<file path="src/rtl/poq_pkg.sv">
package poq_pkg;

   localparam int ACT_W   = 3;
   localparam int PID_W   = 5;
   localparam int KEY_W   = 32;
   localparam int STAT_W  = 3;
   localparam int COUNT_W = 6;

   typedef logic [ACT_W-1:0]  action_type;
   typedef logic [STAT_W-1:0] status_type;

   localparam action_type ACT_INSERT   = 3'd0;
   localparam action_type ACT_REM_HEAD = 3'd1;
   localparam action_type ACT_REM_TAIL = 3'd2;
   localparam action_type ACT_REM_PID  = 3'd3;
   localparam action_type ACT_LOOKUP   = 3'd4;

   localparam status_type ST_OK        = 3'd0;
   localparam status_type ST_EMPTY     = 3'd1;
   localparam status_type ST_FULL      = 3'd2;
   localparam status_type ST_BAD_PID   = 3'd3;
   localparam status_type ST_NOT_FOUND = 3'd4;

   // One queue slot as it sits in the entry memory.
   typedef struct packed {
      logic [PID_W-1:0]        pid;
      logic signed [KEY_W-1:0] key;
   } entry_type;

endpackage

</file>
<file path="src/rtl/priority_ordered_process_queue.sv">
// Channel   | Ports                                   | Direction | Handshake
// ----------+-----------------------------------------+-----------+---------------------------
// request   | req_action, req_proc_id, req_prio_key   | in        | start high while busy low
// response  | rsp_status, rsp_result_pid, rsp_result_key,
//           | rsp_entry_count, rsp_is_empty, rsp_is_full | out    | rsp_valid, one cycle
//
// Rejected requests, reserved actions and an insert into an empty queue are answered in the
// cycle after the request beat without raising busy. An insert stays busy while each entry
// with a lower key moves one slot toward the tail, and while the new entry is written.
// A removal or look-up stays busy while it scans slots, and a removal also while the later
// entries move toward the head. The entry memory has one read port and one write port:
// one slot is read and one written in each cycle. Reset is synchronous and empties the queue
// at once. The receiver cannot stall: each response beat is shown for exactly one cycle.
module priority_ordered_process_queue #(
   parameter int CAPACITY = 32
) (
   input  logic                                clock,
   input  logic                                reset,
   input  logic                                start,
   output logic                                busy,
   input  logic [poq_pkg::ACT_W-1:0]           req_action,
   input  logic [poq_pkg::PID_W-1:0]           req_proc_id,
   input  logic signed [poq_pkg::KEY_W-1:0]    req_prio_key,
   output logic                                rsp_valid,
   output logic [poq_pkg::STAT_W-1:0]          rsp_status,
   output logic [poq_pkg::PID_W-1:0]           rsp_result_pid,
   output logic signed [poq_pkg::KEY_W-1:0]    rsp_result_key,
   output logic [poq_pkg::COUNT_W-1:0]         rsp_entry_count,
   output logic                                rsp_is_empty,
   output logic                                rsp_is_full
);
   import poq_pkg::*;

   localparam int ADDR_W = $clog2(CAPACITY);
   localparam int CNT_W  = $clog2(CAPACITY + 1);
   localparam int CMP_W  = CNT_W + PID_W;

   typedef enum logic [2:0] {
      S_IDLE,
      S_INS,
      S_INS_PUT,
      S_SRCH,
      S_SHIFT
   } state_type;

   // The entries live in one memory, head at slot zero, in descending key order.
   entry_type mem [CAPACITY];
   entry_type rd_data_ff;

   logic              mem_rd_en;
   logic [ADDR_W-1:0] mem_rd_addr;
   logic              mem_wr_en;
   logic [ADDR_W-1:0] mem_wr_addr;
   entry_type         mem_wr_data;

   state_type          state_ff, state_in;
   action_type         act_ff, act_in;
   logic [PID_W-1:0]   pid_ff, pid_in;
   logic signed [KEY_W-1:0] key_ff, key_in;
   logic [CNT_W-1:0]   ptr_ff, ptr_in;
   logic [CNT_W-1:0]   cnt_ff;

   logic               rsp_valid_ff;
   status_type         rsp_status_ff;
   logic [PID_W-1:0]   rsp_pid_ff;
   logic signed [KEY_W-1:0] rsp_key_ff;
   logic [CNT_W-1:0]   rsp_cnt_ff;

   // A finishing request: what the response beat carries and the new entry count.
   logic               fin;
   status_type         fin_status;
   logic [PID_W-1:0]   fin_pid;
   logic signed [KEY_W-1:0] fin_key;
   logic [CNT_W-1:0]   fin_cnt;

   logic               accept;
   logic               full;
   logic               pid_bad;
   logic               hit;
   logic               gt;
   logic [CNT_W:0]     cnt_x;
   logic [CNT_W:0]     ptr_p1;
   logic [CNT_W:0]     ptr_p2;
   logic [CNT_W-1:0]   ptr_m1;
   logic [CNT_W-1:0]   ptr_m2;
   logic [CNT_W-1:0]   cnt_m1;
   logic [CNT_W-1:0]   cnt_p1;
   logic [CNT_W+COUNT_W-1:0] cnt_ext;
   entry_type          new_entry;

   assign busy    = (state_ff != S_IDLE);
   assign accept  = start && !busy;
   assign full    = (cnt_ff == CNT_W'(CAPACITY));
   assign pid_bad = (CMP_W'(req_proc_id) >= CMP_W'(CAPACITY));
   assign cnt_x   = {1'b0, cnt_ff};
   assign ptr_p1  = {1'b0, ptr_ff} + (CNT_W + 1)'(1);
   assign ptr_p2  = {1'b0, ptr_ff} + (CNT_W + 1)'(2);
   assign ptr_m1  = ptr_ff - CNT_W'(1);
   assign ptr_m2  = ptr_ff - CNT_W'(2);
   assign cnt_m1  = cnt_ff - CNT_W'(1);
   assign cnt_p1  = cnt_ff + CNT_W'(1);
   assign gt      = (key_ff > rd_data_ff.key);
   assign hit     = (act_ff == ACT_REM_HEAD) || (act_ff == ACT_REM_TAIL) ||
                    (rd_data_ff.pid == pid_ff);
   assign new_entry = '{pid: pid_ff, key: key_ff};

   // Sequencer. An insert walks from the tail toward the head, moving each lower key one
   // slot back until the new entry's place is found; equal keys stay ahead of it. A removal
   // scans from the head (or reads the tail), then pulls the later entries forward by one.
   // Each step reads one slot and writes a different one, so the memory never sees a read
   // and a write of the same slot in one cycle and no forwarding is needed.
   always_comb begin
      state_in    = state_ff;
      act_in      = act_ff;
      pid_in      = pid_ff;
      key_in      = key_ff;
      ptr_in      = ptr_ff;
      mem_rd_en   = 1'b0;
      mem_rd_addr = ptr_ff[ADDR_W-1:0];
      mem_wr_en   = 1'b0;
      mem_wr_addr = ptr_ff[ADDR_W-1:0];
      mem_wr_data = rd_data_ff;
      fin         = 1'b0;
      fin_status  = ST_OK;
      fin_pid     = '0;
      fin_key     = '0;
      fin_cnt     = cnt_ff;

      unique case (state_ff)
         S_IDLE: begin
            if (accept) begin
               act_in = req_action;
               pid_in = req_proc_id;
               key_in = req_prio_key;
               case (req_action)
                  ACT_INSERT: begin
                     if (full) begin
                        fin        = 1'b1;
                        fin_status = ST_FULL;
                     end else if (pid_bad) begin
                        fin        = 1'b1;
                        fin_status = ST_BAD_PID;
                     end else if (cnt_ff == '0) begin
                        mem_wr_en   = 1'b1;
                        mem_wr_addr = '0;
                        mem_wr_data = '{pid: req_proc_id, key: req_prio_key};
                        fin         = 1'b1;
                        fin_pid     = req_proc_id;
                        fin_cnt     = cnt_p1;
                     end else begin
                        mem_rd_en   = 1'b1;
                        mem_rd_addr = cnt_m1[ADDR_W-1:0];
                        ptr_in      = cnt_ff;
                        state_in    = S_INS;
                     end
                  end
                  ACT_REM_HEAD, ACT_REM_PID, ACT_LOOKUP: begin
                     if (cnt_ff == '0) begin
                        fin        = 1'b1;
                        fin_status = ST_EMPTY;
                     end else begin
                        mem_rd_en   = 1'b1;
                        mem_rd_addr = '0;
                        ptr_in      = '0;
                        state_in    = S_SRCH;
                     end
                  end
                  ACT_REM_TAIL: begin
                     if (cnt_ff == '0) begin
                        fin        = 1'b1;
                        fin_status = ST_EMPTY;
                     end else begin
                        mem_rd_en   = 1'b1;
                        mem_rd_addr = cnt_m1[ADDR_W-1:0];
                        ptr_in      = cnt_m1;
                        state_in    = S_SRCH;
                     end
                  end
                  default: begin
                     // Reserved actions change nothing and report success.
                     fin = 1'b1;
                  end
               endcase
            end
         end
         S_INS: begin
            // rd_data_ff holds the slot just ahead of ptr_ff.
            mem_wr_en = 1'b1;
            if (gt) begin
               mem_wr_data = rd_data_ff;
               ptr_in      = ptr_m1;
               if (ptr_ff == CNT_W'(1)) begin
                  state_in = S_INS_PUT;
               end else begin
                  mem_rd_en   = 1'b1;
                  mem_rd_addr = ptr_m2[ADDR_W-1:0];
               end
            end else begin
               mem_wr_data = new_entry;
               fin         = 1'b1;
               fin_pid     = pid_ff;
               fin_cnt     = cnt_p1;
               state_in    = S_IDLE;
            end
         end
         S_INS_PUT: begin
            mem_wr_en   = 1'b1;
            mem_wr_data = new_entry;
            fin         = 1'b1;
            fin_pid     = pid_ff;
            fin_cnt     = cnt_p1;
            state_in    = S_IDLE;
         end
         S_SRCH: begin
            // rd_data_ff holds the slot at ptr_ff.
            if (hit) begin
               pid_in = rd_data_ff.pid;
               key_in = rd_data_ff.key;
               if (act_ff == ACT_LOOKUP || act_ff == ACT_REM_TAIL || ptr_p1 >= cnt_x) begin
                  fin      = 1'b1;
                  fin_pid  = rd_data_ff.pid;
                  fin_key  = rd_data_ff.key;
                  fin_cnt  = (act_ff == ACT_LOOKUP) ? cnt_ff : cnt_m1;
                  state_in = S_IDLE;
               end else begin
                  mem_rd_en   = 1'b1;
                  mem_rd_addr = ptr_p1[ADDR_W-1:0];
                  state_in    = S_SHIFT;
               end
            end else if (ptr_p1 < cnt_x) begin
               mem_rd_en   = 1'b1;
               mem_rd_addr = ptr_p1[ADDR_W-1:0];
               ptr_in      = ptr_p1[CNT_W-1:0];
            end else begin
               fin        = 1'b1;
               fin_status = ST_NOT_FOUND;
               state_in   = S_IDLE;
            end
         end
         S_SHIFT: begin
            // rd_data_ff holds the slot behind ptr_ff; it moves one place forward.
            mem_wr_en   = 1'b1;
            mem_wr_data = rd_data_ff;
            ptr_in      = ptr_p1[CNT_W-1:0];
            if (ptr_p2 < cnt_x) begin
               mem_rd_en   = 1'b1;
               mem_rd_addr = ptr_p2[ADDR_W-1:0];
            end else begin
               fin      = 1'b1;
               fin_pid  = pid_ff;
               fin_key  = key_ff;
               fin_cnt  = cnt_m1;
               state_in = S_IDLE;
            end
         end
         default: begin
            state_in = S_IDLE;
         end
      endcase
   end

   // Entry memory: one write and one registered read each cycle.
   always_ff @(posedge clock) begin
      if (mem_wr_en) begin
         mem[mem_wr_addr] <= mem_wr_data;
      end
      if (mem_rd_en) begin
         rd_data_ff <= mem[mem_rd_addr];
      end
   end

   always_ff @(posedge clock) begin
      if (reset) begin
         state_ff     <= S_IDLE;
         cnt_ff       <= '0;
         rsp_valid_ff <= 1'b0;
      end else begin
         state_ff     <= state_in;
         rsp_valid_ff <= fin;
         if (fin) begin
            cnt_ff <= fin_cnt;
         end
      end
      act_ff <= act_in;
      pid_ff <= pid_in;
      key_ff <= key_in;
      ptr_ff <= ptr_in;
      if (fin) begin
         rsp_status_ff <= fin_status;
         rsp_pid_ff    <= fin_pid;
         rsp_key_ff    <= fin_key;
         rsp_cnt_ff    <= fin_cnt;
      end
   end

   assign cnt_ext         = {{COUNT_W{1'b0}}, rsp_cnt_ff};
   assign rsp_valid       = rsp_valid_ff;
   assign rsp_status      = rsp_status_ff;
   assign rsp_result_pid  = rsp_pid_ff;
   assign rsp_result_key  = rsp_key_ff;
   assign rsp_entry_count = cnt_ext[COUNT_W-1:0];
   assign rsp_is_empty    = (rsp_cnt_ff == '0);
   assign rsp_is_full     = (rsp_cnt_ff == CNT_W'(CAPACITY));

   // The entry count never passes the capacity.
   a_cnt_bound: assert property (@(posedge clock) disable iff (reset)
      cnt_ff <= CNT_W'(CAPACITY))
      else $error("entry count above capacity");

   // The count only moves together with a response beat.
   a_cnt_with_rsp: assert property (@(posedge clock) disable iff (reset)
      !$stable(cnt_ff) |-> rsp_valid_ff)
      else $error("entry count changed without a response");

   // A response follows either a busy cycle or a request beat answered at once.
   a_rsp_source: assert property (@(posedge clock) disable iff (reset)
      rsp_valid_ff |-> $past(accept || busy))
      else $error("response without a request");

   // A sequencer write never targets the slot being read in the same cycle.
   a_no_rw_clash: assert property (@(posedge clock) disable iff (reset)
      (mem_rd_en && mem_wr_en) |-> (mem_rd_addr != mem_wr_addr))
      else $error("entry memory read and write of one slot");

endmodule
</file>
<file path="config.mk">
export PLATFORM = sky130hd
export DESIGN_NAME = priority_ordered_process_queue
export DESIGN_NICKNAME = d
export VERILOG_FILES = /design/src/rtl/poq_pkg.sv /design/src/rtl/priority_ordered_process_queue.sv
export SDC_FILE = /design/constraint.sdc
export NUM_CORES = 2
export LEC_CHECK = 0
export BUFFER_PORTS_ARGS = -buffer_cell sky130_fd_sc_hd__buf_2
export CORE_MARGIN = 3
export CORE_UTILIZATION = 45
export DETAILED_ROUTE_END_ITERATION = 8
export GPL_TIMING_DRIVEN = 0
export PLACE_DENSITY = 0.61
export SYNTH_ARGS = -nofsm -noshare
export SYNTH_HDL_FRONTEND = slang
export SYNTH_SLANG_ARGS = --single-unit
export TNS_END_PERCENT = 100
</file>
<file path="constraint.sdc">
create_clock -name clock -period 6.4 [get_ports clock]
set_input_delay 1.28 -clock clock [delete_from_list [all_inputs] [get_ports clock]]
set_output_delay 1.28 -clock clock [all_outputs]
set_load 0.02 [all_outputs]
</file>
==> flow_summary.yaml <==
outcome:
  status: "finished clean"
min_path:
  hold_path.startpoint: "rd_data_ff[16]$_DFFE_PP_"
  hold_depth: 1
  hold_class: "reg2reg"
  hold_end: "rsp_result_key[16]$_DFFE_PP_"
logic_synthesis:
  synth_edf_count: 1313
  synth_top_cell_by_area: "edfxtp_1"
  syn-instance-count: 4491
  ys_types: 83
  synth.avg_cell_area_um2: 12.4
  synth_ff_type: "edfxtp_1"
  synthArstFlopShare_pct: 0
  synth_top_area_share_pct: 71.1
  ys_seq_elements: 1323
  ys_seq_area_share_pct: 71.4
  yosys-top-cells-area: "edfxtp_1, nand2_1, nand3_1"
  yosysWarningCount: 0
  syn_nets: 4586
  synthesis.area_mm2: 0.0555
timing:
  period_share_pct: 98.6
  clock_skew_ns: 0.0335
  fmax_mhz: 158
  maxSlewViolCount: 0
  holdWs_ns: 0.573
  max_slew.worst_pin.slew_ns: 1.40
  period_needed_ns: 6.31
  slew_headroom_pct: 6.18
  report.final.hold_viol_count: 0
  setup_violations: 0
cts:
  cts_root_buffer: "clkbuf_16"
  clk_pin_slew_worst_paths_ns: 0.06
  h-tree-depth: 4
  cts_tree: "yes"
  clockBufferDepth: 3
  cts-hold-fix-buffers: 0
  cts_sinks: 1323
  clock_latency_ns: 0.80
  cts_buffers: 140
worst_setup_path:
  critPathKind: "reg2reg"
  r2r_cells: 17
  slowest_delay_ns: 0.57
  cp_max_fo: 10
  crit_path_end_kind: "flip-flop"
  reg2reg_slack_ns: 0.09
  r2r_end: "rd_data_ff[14]$_DFFE_PP_"
  cp_top_family: "buffers and inverters"
  crit_chain: "clkbuf_2 > inv_1 > ha_1 > ha_1 > nand3b_1 > a21oi_1 > a2111oi_4 > a31oi_1 > or3_1 > a211oi_2 > o2111a_1 > buf_6 > buf_2 > clkbuf_1 > nand3_1 > nand3_1 > and4_1"
  rr_startpoint: "ptr_ff[0]$_DFFE_PP_"
  worst-path-stages: 17
  critPathRequiredTime_ns: 6.90
  cp.arrival_ns: 6.81
  crit_path_start_kind: "flip-flop"
  path_buf_inv: 5
  slowest_stage: "and4_1"
floorplan:
  die_x_um: 357
  die_y_um: 357
  core-area_mm2: 0.122
  start_util_pct: 45.5
  die-area_mm2: 0.128
  io-pin-count: 93
  num_rows: 128
detailed_routing:
  drt-initial-drc-count: 4818
  routedWlPerCell_um: 26.6
  drc: 0
  vias_per_cell: 5.92
  vias: 38700
  ant_nets: 0
  wl_um: 173000
  first_pass_iters: 8
place:
  io_buffer_count: 91
  postPlaceCellArea_mm2: 0.0599
  dp_hpwl_um: 122000
  gp_congestion: 0.923
final_layout:
  area_growth_pct: 16.5
  layout.nets: 4884
  stdcell_area_mm2: 0.0646
  drive_above_1_share_pct: 12.4
power_and_ir_drop:
  combPwrFrac_pct: 13.6
  swShare_pct: 27.0
  p_int_mw: 14.9
  power.switching_mw: 5.51
  p_total_mw: 20.4
  powerDensity_mw_per_mm2: 316
  p_clk_share_pct: 38.0
  p_seq_share_pct: 48.4
  p_leak_nw: 22.7
  ir_drop_uv: 268
grt:
  grt_pass1_vias: 36600
  grt_pass1_wl_um: 250000
  grt_max_degree: 42
  grt_usage_pct: 27.0
  antenna_found_initial: 15
  grt-ovfl-total: 0
flow_run:
  cap_violations: 0
metrics by stage:
stage                     cells  utilization, %  setup WS, ns  setup TNS, ns
after floorplan            4491               -          1.52              0
after global placement     6207            47.5         -2.20       -1829.80
after detailed placement   6272            49.1         -1.02         -22.59
after CTS                  6528            52.9      0.000923              0
after global routing       6527            53.0      -0.00777       -0.00777
final                      6532            53.0        0.0869              0
worst register-to-register path, cell delays in order (launching register included):
cell	delay, ns
edfxtp_1	0.48
clkbuf_2	0.31
inv_1	0.21
ha_1	0.45
ha_1	0.33
nand3b_1	0.09
a21oi_1	0.12
a2111oi_4	0.44
a31oi_1	0.21
or3_1	0.43
a211oi_2	0.41
o2111a_1	0.42
buf_6	0.21
buf_2	0.41
clkbuf_1	0.55
nand3_1	0.19
nand3_1	0.20
and4_1	0.57
routing by layer:
layer	share of wire [%]	vias up	routed length, um	GRT usage, %
li1	-	17200	-	-
met4	4.7	0	8070	12.2
met3	9.9	308	17200	5.03
met1	40	19100	69400	37.1
met5	0	-	0	0
met2	45	2055	78800	42.0
Yosys cell counts (all sizes together), types with 3 or more instances:
cell     number
o31ai         4
xnor2        13
clkbuf      174
mux2i         9
a21oi       238
nor3         61
o211ai       10
o22ai         9
a222oi        3
and2          9
nand3       671
a2111oi       3
nand2      1059
and4         18
or3           4
xor2         10
nand4        12
or4b          3
nor4         75
and3        123
a221o         6
a21o         11
a211oi        8
nor4b         3
a22o         32
a31oi        14
nor2         81
o21ai       147
or4          27
o32a          4
a22oi        38
nand2b        7
nor2b        12
buf         124
o221ai        5
edfxtp     1313
o41ai         3
ha           52
inv          58
dfxtp        10
worst max path at each step:
| stage | endpoint | from | slack [ns] |
|---|---|---|---|
| global route | rd_data_ff[8]$_DFFE_PP_ | ptr_ff[0]$_DFFE_PP_ | -0.008 |
| detailed placement | rd_data_ff[21]$_DFFE_PP_ | ptr_ff[0]$_DFFE_PP_ | -1.02 |
| finish | rd_data_ff[14]$_DFFE_PP_ | ptr_ff[0]$_DFFE_PP_ | 0.09 |
| global placement | mem[27][23]$_DFFE_PP_ | req_action[1] | -2.20 |
| floorplan | mem[24][0]$_DFFE_PP_ | req_action[0] | 1.52 |
| CTS | rd_data_ff[17]$_DFFE_PP_ | ptr_ff[0]$_DFFE_PP_ | 0.0009 |
cell type report:
| class | count | area (um^2) |
|---|---|---|
| Clock buffer | 181 | 3740 |
| Fill cell | 10200 | 57400 |
| Multi-Input combinational cell | 2811 | 15200 |
| Tap cell | 1625 | 2030 |
| Inverter | 59 | 221 |
| Timing Repair Buffer | 158 | 1830 |
| Buffer | 296 | 1370 |
| Clock inverter | 73 | 597 |
| Antenna cell | 6 | 15.0 |
| Sequential cell | 1323 | 39600 |
cells by family (layout without fill, tap and decap cells):
logic type	after synthesis	in the layout	share of synthesized area [%]
mux	9	9	0.162
simple gates	2171	2171	18.0
other cells	0	6	0
compound gates	556	556	6.12
flops	1323	1323	71.4
xor+xnor	23	23	0.363
fa+ha+maj	52	52	1.17
buf+inv	357	767	2.74
cell usage in the layout, fill, tap and decap left out, types with 34 or more instances in the layout:
cell	n
nor2_1	46
clkinv_1	34
edfxtp_1	1313
clkbuf_2	35
nand2_1	1056
nor3_1	55
and3_1	123
clkbuf_16	144
buf_2	174
nor4_1	54
buf_12	55
o21ai_0	112
ha_1	50
a22oi_1	38
clkbuf_1	179
a21oi_1	237
inv_1	58
nand3_1	668
state kept, by name (all words and copies together) (netlist names):
signal,flops
mem,1184
rd_data_ff,37
key_ff,32
rsp_result_key,32
cnt_ff,6
ptr_ff,6
rsp_entry_count,6
pid_ff,5
rsp_result_pid,5
act_ff,3
rsp_status,3
state_ff,3
rsp_valid,1
power by group through the flow:
stage | clock network (mW) | registers [mW] | logic (mW)
after global placement | 0 | 10.1 | 2.43
final | 7.77 | 9.88 | 2.77
after floorplan | 0 | 10.1 | 1.24
after global routing | 8.16 | 9.89 | 2.91
after detailed placement | 0 | 10.1 | 2.63
after CTS | 7.84 | 9.88 | 2.71
repair_timing:
action	CTS	global route
endpoints found under the setup margin	37	37
buffers inserted	2	0
pin swaps	1	4
hold endpoints to repair	0	0
resized for setup	71	33
Note: power is estimated with default switching activity, not from simulation.
